## src/hw/rtl/qte_pkg.sv

```systemverilog
// ----------------------------------------------------------------------------
// qte_pkg
// Shared types, widths and angle constants of the quaternion to Euler core.
// ----------------------------------------------------------------------------
`default_nettype none

package qte_pkg;

  localparam int QW     = 32;  // Q30 component width
  localparam int PW     = 34;  // product after the Q60 to Q30 shift
  localparam int SW     = 38;  // sums feeding the atan2 lanes
  localparam int AW_IN  = 32;  // saturated asin argument
  localparam int RAD_W  = 61;  // 2^60 - a^2
  localparam int ROOT_W = 31;  // floor sqrt of the radicand
  localparam int CW     = 40;  // CORDIC x/y datapath
  localparam int OUT_W  = 17;
  localparam int OFF_W  = 16;
  localparam int ATAN_TBL_LEN = 24;
  localparam int HUNDREDTHS_PER_RAD = 5730;
  localparam int ANGLE_LIMIT = 36000;

  localparam longint PI_Q30 = 64'sd3373259426;

  localparam longint ATAN_Q30 [ATAN_TBL_LEN] = '{
    843314856, 497837829, 263043836, 133525158, 67021686, 33543515,
    16775850, 8388437, 4194282, 2097149, 1048575, 524287,
    262143, 131071, 65535, 32767, 16383, 8191,
    4095, 2047, 1023, 511, 255, 127
  };

  typedef enum logic [1:0] {
    CFG_PITCH_OFFSET = 2'd0,
    CFG_ROLL_OFFSET  = 2'd1,
    CFG_YAW_OFFSET   = 2'd2
  } cfg_idx_t;

  typedef struct packed {
    logic signed [SW-1:0] y;
    logic signed [SW-1:0] x;
  } vec_t;

  // Q30 value converted to the angle format, round to nearest
  function automatic longint q30_to_angle(input longint v, input int frac_bits);
    int sh;
    sh = 30 - frac_bits;
    return (v + (64'sd1 <<< (sh - 1))) >>> sh;
  endfunction

  function automatic longint atan_angle(input int i, input int frac_bits);
    return q30_to_angle(ATAN_Q30[i], frac_bits);
  endfunction

  function automatic longint pi_angle(input int frac_bits);
    return q30_to_angle(PI_Q30, frac_bits);
  endfunction

endpackage

`default_nettype wire

```

## src/hw/rtl/qte_scale.sv

```systemverilog
// ----------------------------------------------------------------------------
// qte_scale
// Radians to hundredths of a degree, offset add and output clamp.
// ----------------------------------------------------------------------------
`default_nettype none

module qte_scale
  import qte_pkg::*;
#(
  parameter int ANGLE_FRACTION_BITS = 16
)(
  input  wire                                   clk,
  input  wire                                   rst_n,
  input  wire                                   in_vld,
  input  wire  signed [ANGLE_FRACTION_BITS+4:0] angle,
  input  wire  signed [OFF_W-1:0]               offset,
  output logic                                  out_vld,
  output logic signed [OUT_W-1:0]               result
);

  localparam int AW = ANGLE_FRACTION_BITS + 5;
  localparam int MW = AW + 14;
  localparam int HW = 24;
  localparam logic signed [13:0] K_DEG = 14'(HUNDREDTHS_PER_RAD);
  localparam logic signed [MW-1:0] HALF = MW'(64'sd1 <<< (ANGLE_FRACTION_BITS - 1));
  localparam logic signed [HW-1:0] LIM = HW'(ANGLE_LIMIT);

  logic                 v1_r;
  logic signed [MW-1:0] prod_r;

  always_ff @(posedge clk) begin
    if (!rst_n) v1_r <= 1'b0;
    else        v1_r <= in_vld;
    prod_r <= MW'(angle * K_DEG);
  end

  logic signed [MW-1:0] rnd;
  logic signed [HW-1:0] h;
  logic signed [OUT_W-1:0] res_nxt;

  always_comb begin
    rnd = (prod_r + HALF) >>> ANGLE_FRACTION_BITS;
    h   = HW'(rnd) + HW'(offset);
    if (h > LIM)        res_nxt = OUT_W'(LIM);
    else if (h < -LIM)  res_nxt = OUT_W'(-LIM);
    else                res_nxt = OUT_W'(h);
  end

  logic                    v2_r;
  logic signed [OUT_W-1:0] res_r;

  always_ff @(posedge clk) begin
    if (!rst_n) v2_r <= 1'b0;
    else        v2_r <= v1_r;
    res_r <= res_nxt;
  end

  assign out_vld = v2_r;
  assign result  = res_r;

endmodule

`default_nettype wire

```

## config.mk

```make
export PLATFORM = sky130hd
export DESIGN_NAME = qte_scale
export DESIGN_NICKNAME = d
export VERILOG_FILES = /design/src/hw/rtl/qte_pkg.sv /design/src/hw/rtl/qte_scale.sv
export SDC_FILE = /design/constraint.sdc
export NUM_CORES = 1
export LEC_CHECK = 0
export BUFFER_PORTS_ARGS = -buffer_cell sky130_fd_sc_hd__buf_2
export CAP_MARGIN = 30
export CORE_ASPECT_RATIO = 1.1
export CORE_MARGIN = 8
export CORE_UTILIZATION = 35
export DETAILED_ROUTE_END_ITERATION = 7
export GPL_ROUTABILITY_DRIVEN = 0
export PLACE_DENSITY = 0.56
export SETUP_SLACK_MARGIN = 0.1
export SKIP_LAST_GASP = 1
export SYNTH_ARGS = -nofsm -noshare
export SYNTH_HDL_FRONTEND = slang
export SYNTH_SLANG_ARGS = --single-unit
```

## constraint.sdc

```tcl
create_clock -name clk -period 8.4 [get_ports clk]
set_input_delay 2.52 -clock clk [delete_from_list [all_inputs] [get_ports clk]]
set_output_delay 2.52 -clock clk [all_outputs]
set_load 0.005 [all_outputs]
```

-- Yosys cells after proc, flatten, opt, wreduce, memory -nomap -nowiden
Cells that the tools add are included.
- register bits after elaboration: 53
- output and inout port bits: 18
- logic and storage cells: 12
- add/subtract/negate cells: 2
- multipliers: 1
- order comparisons: 2
- mux-type cells: 1
- reduce and logical (&&, ||, !) cells: 1
- operator list (operator ; count):
    $add 35x17->35 const B ; 1
    $mul 21x13->34 const B ; 1
    $add 19x16->20 ; 1
    $gt 20x17->1 const B ; 1
    $lt 20x17->1 const B ; 1
    $mux 17 ; 1
    $reduce_or 2->1 ; 1

-- Longest topological paths before layout
- depth after elaboration: 4
- depth in mapped cells: 18
- mapped depth without buffers: 18

-- Least setup slack after synthesis
Ideal clock, no wire load.
- path kind: in2reg
- from: input angle[10]
- to: register prod_r[34]
- setup time: 72 ps
- arrival: 6586 ps
- required time: 8328 ps
- slack: 1741 ps
- cell stages on the path: 16
- buffers on the path: 0
- cells stage by stage: ha_1 -> fa_1 -> fa_1 -> fa_1 -> inv_1 -> fa_1 -> inv_1 -> ha_1 -> and3_1 -> nand4_1 -> nor2_1 -> o21ai_0 -> a21oi_1 -> nor2_1 -> a211oi_1 -> xnor2_1
- longest elaborated chain between the ends: 1
- RTL lines (what ; RTL line ; source):
    start, declared ; qte_scale.sv:15 ; input wire signed [ANGLE_FRACTION_BITS+4:0] angle,
    $mul 21x13->34 ; qte_scale.sv:34 ; prod_r <= MW'(angle * K_DEG);
    end signal, assigned ; qte_scale.sv:34 ;
    end, declared ; qte_scale.sv:29 ; logic signed [MW-1:0] prod_r;
Every way passes these cells.
A chain may end at the register's enable or synchronous reset.

-- Worst setup path in the final report
- from: input angle[10]
- to: register prod_r[32]
Same word-level chain as after synthesis.

==> metrics <==
worst setup path end=prod_r[32]; Worst-Margin Slew=0.617 ns; Antenna diodes=0; layout cells sized above 1=10.8%; most used cell, CP=fa_1; final setup vio count=0; cell area after synthesis=0.00664 sq mm; WL met3=378 um; vias per std cell=4.68; Placement Rows=53; M1 wire length=6.98 mm; r2r worst-path depth=14; Crit Path Class=in2reg; Highest Signal Layer=met4; placed insts=996; CP Data Required Time=8.61 ns; Final Skew=0.00262 ns; Final #Nets=1006; RSZ-0062 raised after global routing=false; Pwr per Cell Area=393 mW/mm^2; VDD IR max=0.139 mV; slowest CP cell=fa_1; CP startpoint kind=primary input; final hold violations=0; Clock Latency Late Sink=0.28 ns; DRT iter0 DRCs=159; commonest cells after routing, fill and taps aside=inv_1 (137), ha_1 (130), fa_1 (80), buf_2 (57), dfxtp_1 (39); Syn-to-layout area delta=10.9%; Netlist cell types=66; worst hold margin=0.438 ns; Final HPWL DP=12.4 mm; Seq cells post-synth=39; reg2reg start=prod_r[17]; CTS Buffer Depth=2; CTS Buf Count=5; num ports=58; Synth async-reset ratio=0%; CTS clk-pin slew, worst paths=0.05 ns; Net Count, Synth=946; Initial Util=35.2%; MaxCap Viol Count=0; Final TNS setup=0 ns; Final min period=6.88 ns; total setup buffers inserted after CTS=0; Leakage=3.70 nW; post-layout util=39.1%; grt ovf=0; post-route insts no fill=1004; height of the die=160 um; HP Class=reg2reg; Routed Antenna Nets=0; Worst Path Arrival=7.09 ns; DRC viols=0; first-pass GRT wire length=23.7 mm; IO buf count=57; syn_area_per_cell=9.54 sq um; worst setup path startpoint=angle[10]; Post-synth EDFFs=0; reg2reg end=result[6]; register-to-register setup slack=4.32 ns; WL met2=6.28 mm; drt pass-1 iters=4; DR vias=4699; initial antenna violation count=0; Top FF cell, synth=dfxtp_1; Max H-tree Level=2; CTS tree=yes; per-cell routed wire length=13.7 um; sequential fraction of the synthesis area=11.8%; cts repair resizes=0; fmax=145 MHz; most common cell after layout, fill and taps aside=inv_1; final wirelength=13.7 mm; status=finished, final reports clean; GRT Util Overall=11.9%; largest net degree at the start of global routing=17; Synth Instances=696; clock sinks=39; crit-path cells=buf_2, ha_1, fa_1, fa_1, fa_1, inv_1, fa_1, inv_1, ha_1, and3_1, nand3b_1, o211ai_1, o21ai_0, a21oi_1, o31a_1, nor2_1, xnor2_1; CTS root buf=clkbuf_16; Setup crit end kind=register; hold path start=v1_r; vias in the first global route=4960; total power=2.89 mW; count of warnings emitted by yosys=0; die area=0.0236 sq mm; Final period util=81.9%; Max-slew headroom=58.6%; total core area=0.0188 sq mm; Pins Over Slew Limit=0; largest stage delay on the critical path=0.56 ns; Die X-Extent=147 um; top fanout value on the critical path=4; Hold-fix buffers, CTS=0
final cells by class:
| cell class | count | area [sq um] |
|---|---|---|
| clock buffers | 8 | 156 |
| multi-input cells | 515 | 5310 |
| well taps | 247 | 309 |
| inverters | 137 | 514 |
| flip-flops and latches | 39 | 781 |
| repair buffers | 58 | 293 |
| fillers | 1929 | 11500 |
logic make-up (layout without fill, tap and decap cells):
family / after synthesis / in the layout / share of synthesized area [%]
adders and majority gates: 210 / 210 / 48.6
xor gates and xnor gates: 44 / 44 / 5.81
DFF: 39 / 39 / 11.8
AOI/OAI and AO/OA: 123 / 123 / 14.8
muxes: 1 / 1 / 0.151
and+or+nand+nor: 137 / 137 / 10.6
buffers and inverters: 142 / 203 / 8.26
registers in the layout, indices dropped and copies added (netlist names):
register,cells
v1_r,1
result,17
out_vld,1
prod_r,20
metrics by stage:
stage                     instance area (sq um)  setup slack (ns)
final                                      7360              1.52
after global routing                       7360              1.19
after CTS                                  7360              1.49
after detailed placement                   7210              1.20
after global placement                     7210              1.23
after floorplan                            6640              1.74
synthesized netlist by cell type, types with 2 or more instances:
| master | n | area [sq um] |
|---|---|---|
| o2111ai_1 | 3 | 26.3 |
| a311oi_1 | 2 | 17.5 |
| o211ai_1 | 5 | 37.5 |
| a21boi_1 | 4 | 30.0 |
| xnor2_1 | 28 | 245 |
| nor4b_1 | 2 | 17.5 |
| a31oi_1 | 4 | 25.0 |
| and4_1 | 2 | 17.5 |
| a2bb2oi_1 | 2 | 17.5 |
| a211oi_2 | 3 | 37.5 |
| a211o_1 | 5 | 43.8 |
| nand3_1 | 15 | 75.1 |
| a211oi_1 | 7 | 52.6 |
| inv_1 | 137 | 514 |
| o21ai_1 | 2 | 10.0 |
| fa_1 | 80 | 1600 |
| o31ai_1 | 3 | 22.5 |
| ha_1 | 130 | 1630 |
| and2_1 | 4 | 25.0 |
| nor2b_1 | 3 | 18.8 |
| o21a_1 | 10 | 75.1 |
| nand2_1 | 23 | 86.3 |
| nand2b_1 | 5 | 31.3 |
| nor2_1 | 38 | 143 |
| o311ai_1 | 2 | 17.5 |
| buf_2 | 3 | 15.0 |
| nor3_1 | 15 | 75.1 |
| a2111oi_4 | 2 | 55.1 |
| o311ai_2 | 2 | 32.5 |
| a21o_1 | 12 | 90.1 |
| nand4_1 | 4 | 25.0 |
| and3_1 | 13 | 81.3 |
| xor2_1 | 16 | 140 |
| nand3b_1 | 3 | 22.5 |
| o21ai_0 | 12 | 60.1 |
| nor3b_1 | 2 | 15.0 |
| a21oi_1 | 24 | 120 |
| o21bai_1 | 3 | 22.5 |
| dfxtp_1 | 39 | 781 |
where the power goes:
group | switching, mW | internal, mW | total [mW]
combinational | 1.32 | 1.03 | 2.36
clock | 0.0649 | 0.126 | 0.191
sequential | 0.0453 | 0.301 | 0.346
total | 1.43 | 1.46 | 2.89
worst max-delay path, delay by kind of cell:
family          cells  cell delay (ns)
fa+ha+maj           6             2.74
compound gates      4             1.07
simple gates        3             0.41
buf+inv             3             0.23
xor+xnor            1             0.12
per-layer routing:
metal,GRT usage [%],vias up
met2,20.1,61
met1,16.1,2153
met4,2.27,0
li1,-,2480
met3,1.27,5
met5,0,-
worst min-delay path by stage:
stage,end,slack [ns],cells past startpoint
after floorplan,out_vld,0.41,1
after global placement,out_vld,0.42,1
after detailed placement,out_vld,0.43,1
after CTS,out_vld,0.44,1
after global routing,out_vld,0.45,1
final,out_vld,0.44,1
Note: power is estimated with default switching activity, not from simulation.
