## config.mk

```make
export PLATFORM = sky130hd
export DESIGN_NAME = qte_sqrt
export DESIGN_NICKNAME = d
export VERILOG_FILES = /design/src/hw/rtl/qte_pkg.sv /design/src/hw/rtl/qte_sqrt.sv
export SDC_FILE = /design/constraint.sdc
export NUM_CORES = 2
export LEC_CHECK = 0
export BUFFER_PORTS_ARGS = -buffer_cell sky130_fd_sc_hd__buf_2
export CORE_ASPECT_RATIO = 0.5
export CORE_UTILIZATION = 40
export DETAILED_ROUTE_END_ITERATION = 12
export SYNTH_ARGS = -nofsm -noshare
export SYNTH_HDL_FRONTEND = slang
export SYNTH_MEMORY_MAX_BITS = 65536
export SYNTH_SLANG_ARGS = --single-unit
```

## constraint.sdc

```tcl
create_clock -name clk -period 4.05 [get_ports clk]
set_clock_uncertainty 0.1 [all_clocks]
set_input_delay 0.2025 -clock clk [delete_from_list [all_inputs] [get_ports clk]]
set_output_delay 0.2025 -clock clk [all_outputs]
set_load 0.1 [all_outputs]
```

## src/hw/rtl/qte_pkg.sv

```systemverilog
// ----------------------------------------------------------------------------
// qte_pkg
// Shared types, widths and angle constants of the quaternion to Euler core.
// ----------------------------------------------------------------------------
`default_nettype none

package qte_pkg;

  localparam int QW     = 32;  // Q30 component width
  localparam int PW     = 34;  // product after the Q60 to Q30 shift
  localparam int SW     = 38;  // sums feeding the atan2 lanes
  localparam int AW_IN  = 32;  // saturated asin argument
  localparam int RAD_W  = 61;  // 2^60 - a^2
  localparam int ROOT_W = 31;  // floor sqrt of the radicand
  localparam int CW     = 40;  // CORDIC x/y datapath
  localparam int OUT_W  = 17;
  localparam int OFF_W  = 16;
  localparam int ATAN_TBL_LEN = 24;
  localparam int HUNDREDTHS_PER_RAD = 5730;
  localparam int ANGLE_LIMIT = 36000;

  localparam longint PI_Q30 = 64'sd3373259426;

  localparam longint ATAN_Q30 [ATAN_TBL_LEN] = '{
    843314856, 497837829, 263043836, 133525158, 67021686, 33543515,
    16775850, 8388437, 4194282, 2097149, 1048575, 524287,
    262143, 131071, 65535, 32767, 16383, 8191,
    4095, 2047, 1023, 511, 255, 127
  };

  typedef enum logic [1:0] {
    CFG_PITCH_OFFSET = 2'd0,
    CFG_ROLL_OFFSET  = 2'd1,
    CFG_YAW_OFFSET   = 2'd2
  } cfg_idx_t;

  typedef struct packed {
    logic signed [SW-1:0] y;
    logic signed [SW-1:0] x;
  } vec_t;

  // Q30 value converted to the angle format, round to nearest
  function automatic longint q30_to_angle(input longint v, input int frac_bits);
    int sh;
    sh = 30 - frac_bits;
    return (v + (64'sd1 <<< (sh - 1))) >>> sh;
  endfunction

  function automatic longint atan_angle(input int i, input int frac_bits);
    return q30_to_angle(ATAN_Q30[i], frac_bits);
  endfunction

  function automatic longint pi_angle(input int frac_bits);
    return q30_to_angle(PI_Q30, frac_bits);
  endfunction

endpackage

`default_nettype wire

```

## src/hw/rtl/qte_sqrt.sv

```systemverilog
// ----------------------------------------------------------------------------
// qte_sqrt
// Pipelined digit-by-digit integer square root, one result bit per stage,
// with a side payload delayed alongside.
// ----------------------------------------------------------------------------
`default_nettype none

module qte_sqrt
  import qte_pkg::*;
#(
  parameter int SIDE_W = 8
)(
  input  wire                 clk,
  input  wire                 rst_n,
  input  wire                 in_vld,
  input  wire  [RAD_W-1:0]    radicand,
  input  wire  [SIDE_W-1:0]   side_in,
  output logic                out_vld,
  output logic [ROOT_W-1:0]   root,
  output logic [SIDE_W-1:0]   side_out
);

  localparam int RW  = 2 * ROOT_W;   // padded radicand
  localparam int RMW = ROOT_W + 2;   // partial remainder
  localparam int TW  = RMW + 2;      // shifted remainder / trial

  logic              v_r    [ROOT_W];
  logic [RW-1:0]     rad_r  [ROOT_W];
  logic [RMW-1:0]    rem_r  [ROOT_W];
  logic [ROOT_W-1:0] root_r [ROOT_W];
  logic [SIDE_W-1:0] side_r [ROOT_W];

  for (genvar k = 0; k < ROOT_W; k++) begin : g_stage
    logic              v_in;
    logic [RW-1:0]     rad_in;
    logic [RMW-1:0]    rem_in;
    logic [ROOT_W-1:0] root_in;
    logic [SIDE_W-1:0] side_x;
    logic [TW-1:0]     rs, trial;
    logic [RMW-1:0]    rem_nxt;
    logic [ROOT_W-1:0] root_nxt;

    if (k == 0) begin : g_first
      assign v_in    = in_vld;
      assign rad_in  = RW'(radicand);
      assign rem_in  = '0;
      assign root_in = '0;
      assign side_x  = side_in;
    end else begin : g_next
      assign v_in    = v_r[k-1];
      assign rad_in  = rad_r[k-1];
      assign rem_in  = rem_r[k-1];
      assign root_in = root_r[k-1];
      assign side_x  = side_r[k-1];
    end

    always_comb begin
      rs    = {rem_in, rad_in[RW-1-2*k -: 2]};
      trial = TW'({root_in, 2'b01});
      if (rs >= trial) begin
        rem_nxt  = RMW'(rs - trial);
        root_nxt = {root_in[ROOT_W-2:0], 1'b1};
      end else begin
        rem_nxt  = RMW'(rs);
        root_nxt = {root_in[ROOT_W-2:0], 1'b0};
      end
    end

    always_ff @(posedge clk) begin
      if (!rst_n) v_r[k] <= 1'b0;
      else        v_r[k] <= v_in;
      rad_r[k]  <= rad_in;
      rem_r[k]  <= rem_nxt;
      root_r[k] <= root_nxt;
      side_r[k] <= side_x;
    end
  end

  assign out_vld  = v_r[ROOT_W-1];
  assign root     = root_r[ROOT_W-1];
  assign side_out = side_r[ROOT_W-1];

endmodule

`default_nettype wire

```

## Word level (Yosys, flattened, before mapping)

Memory sizes are Yosys's and may differ from the RTL's.
Index checks and enable logic that the tools add are counted.

- Register bits after elaboration: 0
- Memory bits (writable): 4185
- Input bits: 72
- Output and inout port bits: 40
- Logic and storage cells: 193
- Memories kept: 5

- Add/sub/neg operators: 31
- Order comparisons: 31
- Muxes and demuxes: 95
- Bitwise operators: 31

Memory list:

| name | words | bits a word | read ports | clocked after memory_dff | wr ports | RTL line | text |
|---|---|---|---|---|---|---|---|
| rad_r | 31 | 62 | 30 | 0 | 31 | qte_sqrt.sv:28 | `logic [RW-1:0] rad_r [ROOT_W];` |
| rem_r | 31 | 33 | 30 | 0 | 31 | qte_sqrt.sv:29 | `logic [RMW-1:0] rem_r [ROOT_W];` |
| root_r | 31 | 31 | 31 | 0 | 31 | qte_sqrt.sv:30 | `logic [ROOT_W-1:0] root_r [ROOT_W];` |
| side_r | 31 | 8 | 31 | 0 | 31 | qte_sqrt.sv:31 | `logic [SIDE_W-1:0] side_r [ROOT_W];` |
| v_r | 31 | 1 | 31 | 0 | 31 | qte_sqrt.sv:27 | `logic v_r [ROOT_W];` |

Operators with widths:

| kind | number |
|---|---|
| $ge A35 B33 Y1 | 30 |
| $mux W33 | 31 |
| $sub A33 B33 Y33 | 30 |
| $mux W1 | 64 |
| $or A1 B1 Y1 | 31 |
| $sub A1 B1 Y2 const B | 1 |
| $ge A1 B1 Y1 const B | 1 |

## Longest topological paths before layout

An unclocked memory read counts as a cell.

- Word-level depth: 3
- Mapped depth: 14
- Gate-level depth less buffers: 12

## Worst setup path after synthesis

OpenSTA, ideal clock, no wires.

- Kind: register -> register
- Start point: mem root_r[5][5], in the netlist root_r[0][160]
- End point: mem rem_r[0][222] (netlist bit)
- Library setup time: 0.127 ns
- Data arrival time: 3.213 ns
- Data required time: 3.823 ns
- Slack: 0.610 ns
- Cell stages (with the launch flop): 13
- Path buffers: 2
- Period minus slack after synthesis: 3.440 ns
- Cells stage by stage: dfxtp_1 inv_1 ha_1 or4_1 or3_1 or4_1 clkbuf_1 nor2_1 nand3_1 o21ai_1 buf_2 nor3_1 xor2_1

RTL lines:

| element | RTL line |
|---|---|
| start: declaration | qte_sqrt.sv:30 |
| end: declaration | qte_sqrt.sv:29 |

==> impl_metrics.toml <==
[clock_network]
clkSinkCount = 2640
cts_resized = 0
cts.htree.levels = 4
numCtsBuffers = 228
cts_root_buf = "clkbuf_16"
path_clk_slew_ns = 0.07
clk_path_buf_depth = 4
worstSkewPairLatency_ns = 0.89
cts_tree = "built"

[synthesis]
yosysWarningCount = 0
synth_nets = 9435
avgSynthCellArea_um2 = 10.42
synth_area_leaders = "dfxtp_1 (57%), ha_1 (7.1%), xnor2_1 (3.7%)"
synth-edff-count = 0
synth_top_area_share_pct = 57.38
yosysUniqueCellTypes = 85
async_flop_share_pct = 0
synth_top_cell_by_area = "dfxtp_1"
yosysMostFrequentCell = "dfxtp_1"
syn_area_um2 = 92110
ys.flop_type = "dfxtp_1"
synth-seq-cells = 2640
seq_area_frac_synth_pct = 57.38
postSynthCellCount = 8837
yosys-top-cells-count = "dfxtp_1 (2640), inv_1 (661), nor2_1 (561)"

[routing]
vias = 59613
drc = 0
final_antenna_net_count = 0
wl_per_cell_um = 14.71
routed_wirelength_um = 184000
viasPerCell = 4.765
drt_pass1_iterations = 7
first_iter_violations = 2895

[floorplanning]
fp.dieW_um = 680.6
initial_core_util_pct = 40.28
die_area_um2 = 232300
rows = 124
coreArea_um2 = 228700
io_pins = 112
die_y_um = 341.3

[timing]
tightest_slew_ns = 1.132
max_freq_ghz = 0.2633
maxSlewViolCount = 0
min_period_over_period_pct = 93.76
fin_crit_ns = 3.797
tns_ns = 0
rsz0062_at_grt = "false"
setup_viol = 0
slew_headroom_pct = 22.55
hold_viol = 0

[setup_path]
regToRegSetupSlack_ns = 0.25
rr_worst_depth = 12
slowest_delay_ns = 0.61
path_delay_family = "compound AO/OA/AOI/OAI gates"
crit_slowest_cell = "nor3b_4"
r2r-start = "root_r[1][1]$_DFF_P_"
crit_required_ns = 4.66
path_buf_inv = 3
reg2reg_to = "rem_r[1][51]$_DFF_P_"
endpoint_kind = "flop"
path_class = "reg -> reg"
startpoint_type = "flop"
path_cells = "inv_1 -> ha_1 -> or3_1 -> o22ai_1 -> nand2_1 -> a311oi_1 -> buf_4 -> o21ai_0 -> a31oi_1 -> nor3b_4 -> buf_4 -> o21ai_0"
cp.arrival_ns = 4.40
path_max_fanout = 18

[global_route]
grt_pass1_wl_um = 293200
antenna_found_initial = 1
grt_max_degree = 51
grt_pass1_vias = 57915
grtUsageTotal_pct = 15.27
overflow = 0

[power_and_ir_drop]
p_leak_nw = 48.49
power.density_nw_per_um2 = 608.0
peakVddDrop_mv = 0.3845

[worst_hold_path]
min_from = "root_r[1][419]$_DFF_P_"
holdPathEnd = "root_r[1][451]$_DFF_P_"
hold_path_depth = 0
hold_path.class = "reg -> reg"

[final_layout]
fill_cells = 21402
drive_gt1_share_pct = 8.162
nNetsFinal = 9839
area_growth_pct = 15.11
fin_area_um2 = 106000

[placed_design]
dp_hpwl_um = 137700
placedInstanceArea_um2 = 96800
place.gp.congestion = 0.9159
port_buffers = 111

[flow_run]
cap_viol_max_count = 0

[run_status]
status = "complete, no violations"
==> flip-flops by register name, indices dropped and copies added, names as in the netlist <==
signal,count
rem_r,935
rad_r,932
root_r,494
side_r,248
v_r,31
==> routing by layer <==
metal / share of wire (%) / global-route usage, % / vias to the layer above
met5: 0 / 0 / -
met1: 43 / 17.85 / 27230
met2: 48 / 27.45 / 1019
li1: - / - / 30954
met4: 4.4 / 6.721 / 0
met3: 3.8 / 2.646 / 410
==> placed cells by master (no fill, tap or decap), types with 116 or more instances in the layout <==
master and n:
a21o_1 204, a21oi_1 557, clkbuf_16 229, dfxtp_1 2640
dlygate4sd3_1 142, ha_1 526, inv_1 661, nand2_1 553
nand3_1 138, nor2_1 561, nor3_1 219, nor4_1 116
o21ai_0 437, xnor2_1 392, xor2_1 382
==> stage by stage <==
step	hold slack [ns]	utilization [%]	setup WS (ns)	total power [mW]	instances
2_1_floorplan	0.1302	-	0.6095	39.49	8837
3_3_place_gp	0.2054	42.33	0.2951	42.34	11956
3_5_place_dp	0.2061	42.33	0.2675	42.42	11956
4_1_cts	0.1729	46.36	0.2746	65.28	12509
5_1_grt	0.1824	46.36	0.09353	67.87	12509
6_report	0.1756	46.36	0.2528	64.47	12511
==> worst max path at each step <==
| stage | startpoint | end | slack [ns] | cells after the start |
|---|---|---|---|---|
| 2_1_floorplan | root_r[0][160]$_DFF_P_ | rem_r[0][222]$_DFF_P_ | 0.61 | 12 |
| 3_3_place_gp | root_r[1][1]$_DFF_P_ | rem_r[1][51]$_DFF_P_ | 0.30 | 12 |
| 3_5_place_dp | root_r[1][1]$_DFF_P_ | rem_r[1][51]$_DFF_P_ | 0.27 | 12 |
| 4_1_cts | root_r[1][1]$_DFF_P_ | rem_r[1][51]$_DFF_P_ | 0.27 | 12 |
| 5_1_grt | root_r[1][1]$_DFF_P_ | rem_r[1][51]$_DFF_P_ | 0.09 | 12 |
| 6_report | root_r[1][1]$_DFF_P_ | rem_r[1][51]$_DFF_P_ | 0.25 | 12 |
==> cell type report <==
type	instances	area (um^2)	area share [%]
Tap cell	3087	3862	3.643
Sequential cell	2640	52850	49.85
Clock buffer	300	6417	6.053
Clock inverter	111	1384	1.305
Timing Repair Buffer	352	2820	2.660
Multi-Input combinational cell	5356	36190	34.14
Inverter	663	2489	2.347
Antenna cell	2	5.005	0.004720
==> power by group <==
part | internal [mW] | leakage (nW) | total, mW | switching (mW)
Combinational | 4.32 | 22.6 | 9.49 | 5.17
Clock | 12.8 | 3.82 | 22.5 | 9.63
Sequential | 29.8 | 22.1 | 32.5 | 2.76
Total | 46.9 | 48.5 | 64.5 | 17.6
==> kinds of logic after synthesis <==
kind of cell / Yosys count / share of synthesized area, %
AO/OA/AOI/OAI: 1710 / 11.41
XOR/XNOR: 774 / 7.360
adder cells (fa/ha/maj): 526 / 7.145
buffers and inverters: 841 / 3.437
flip-flops: 2640 / 57.38
multiplexers: 100 / 1.210
other: 1 / 0.004071
AND/OR/NAND/NOR: 2245 / 12.06
==> repair_timing <==
item                                    CTS  global route
buffers inserted                          0             0
endpoints found under the setup margin    0             0
endpoints found under the hold margin   100             0
hold buffers                            142             0
No activity file was read; power rests on OpenSTA's default activity.
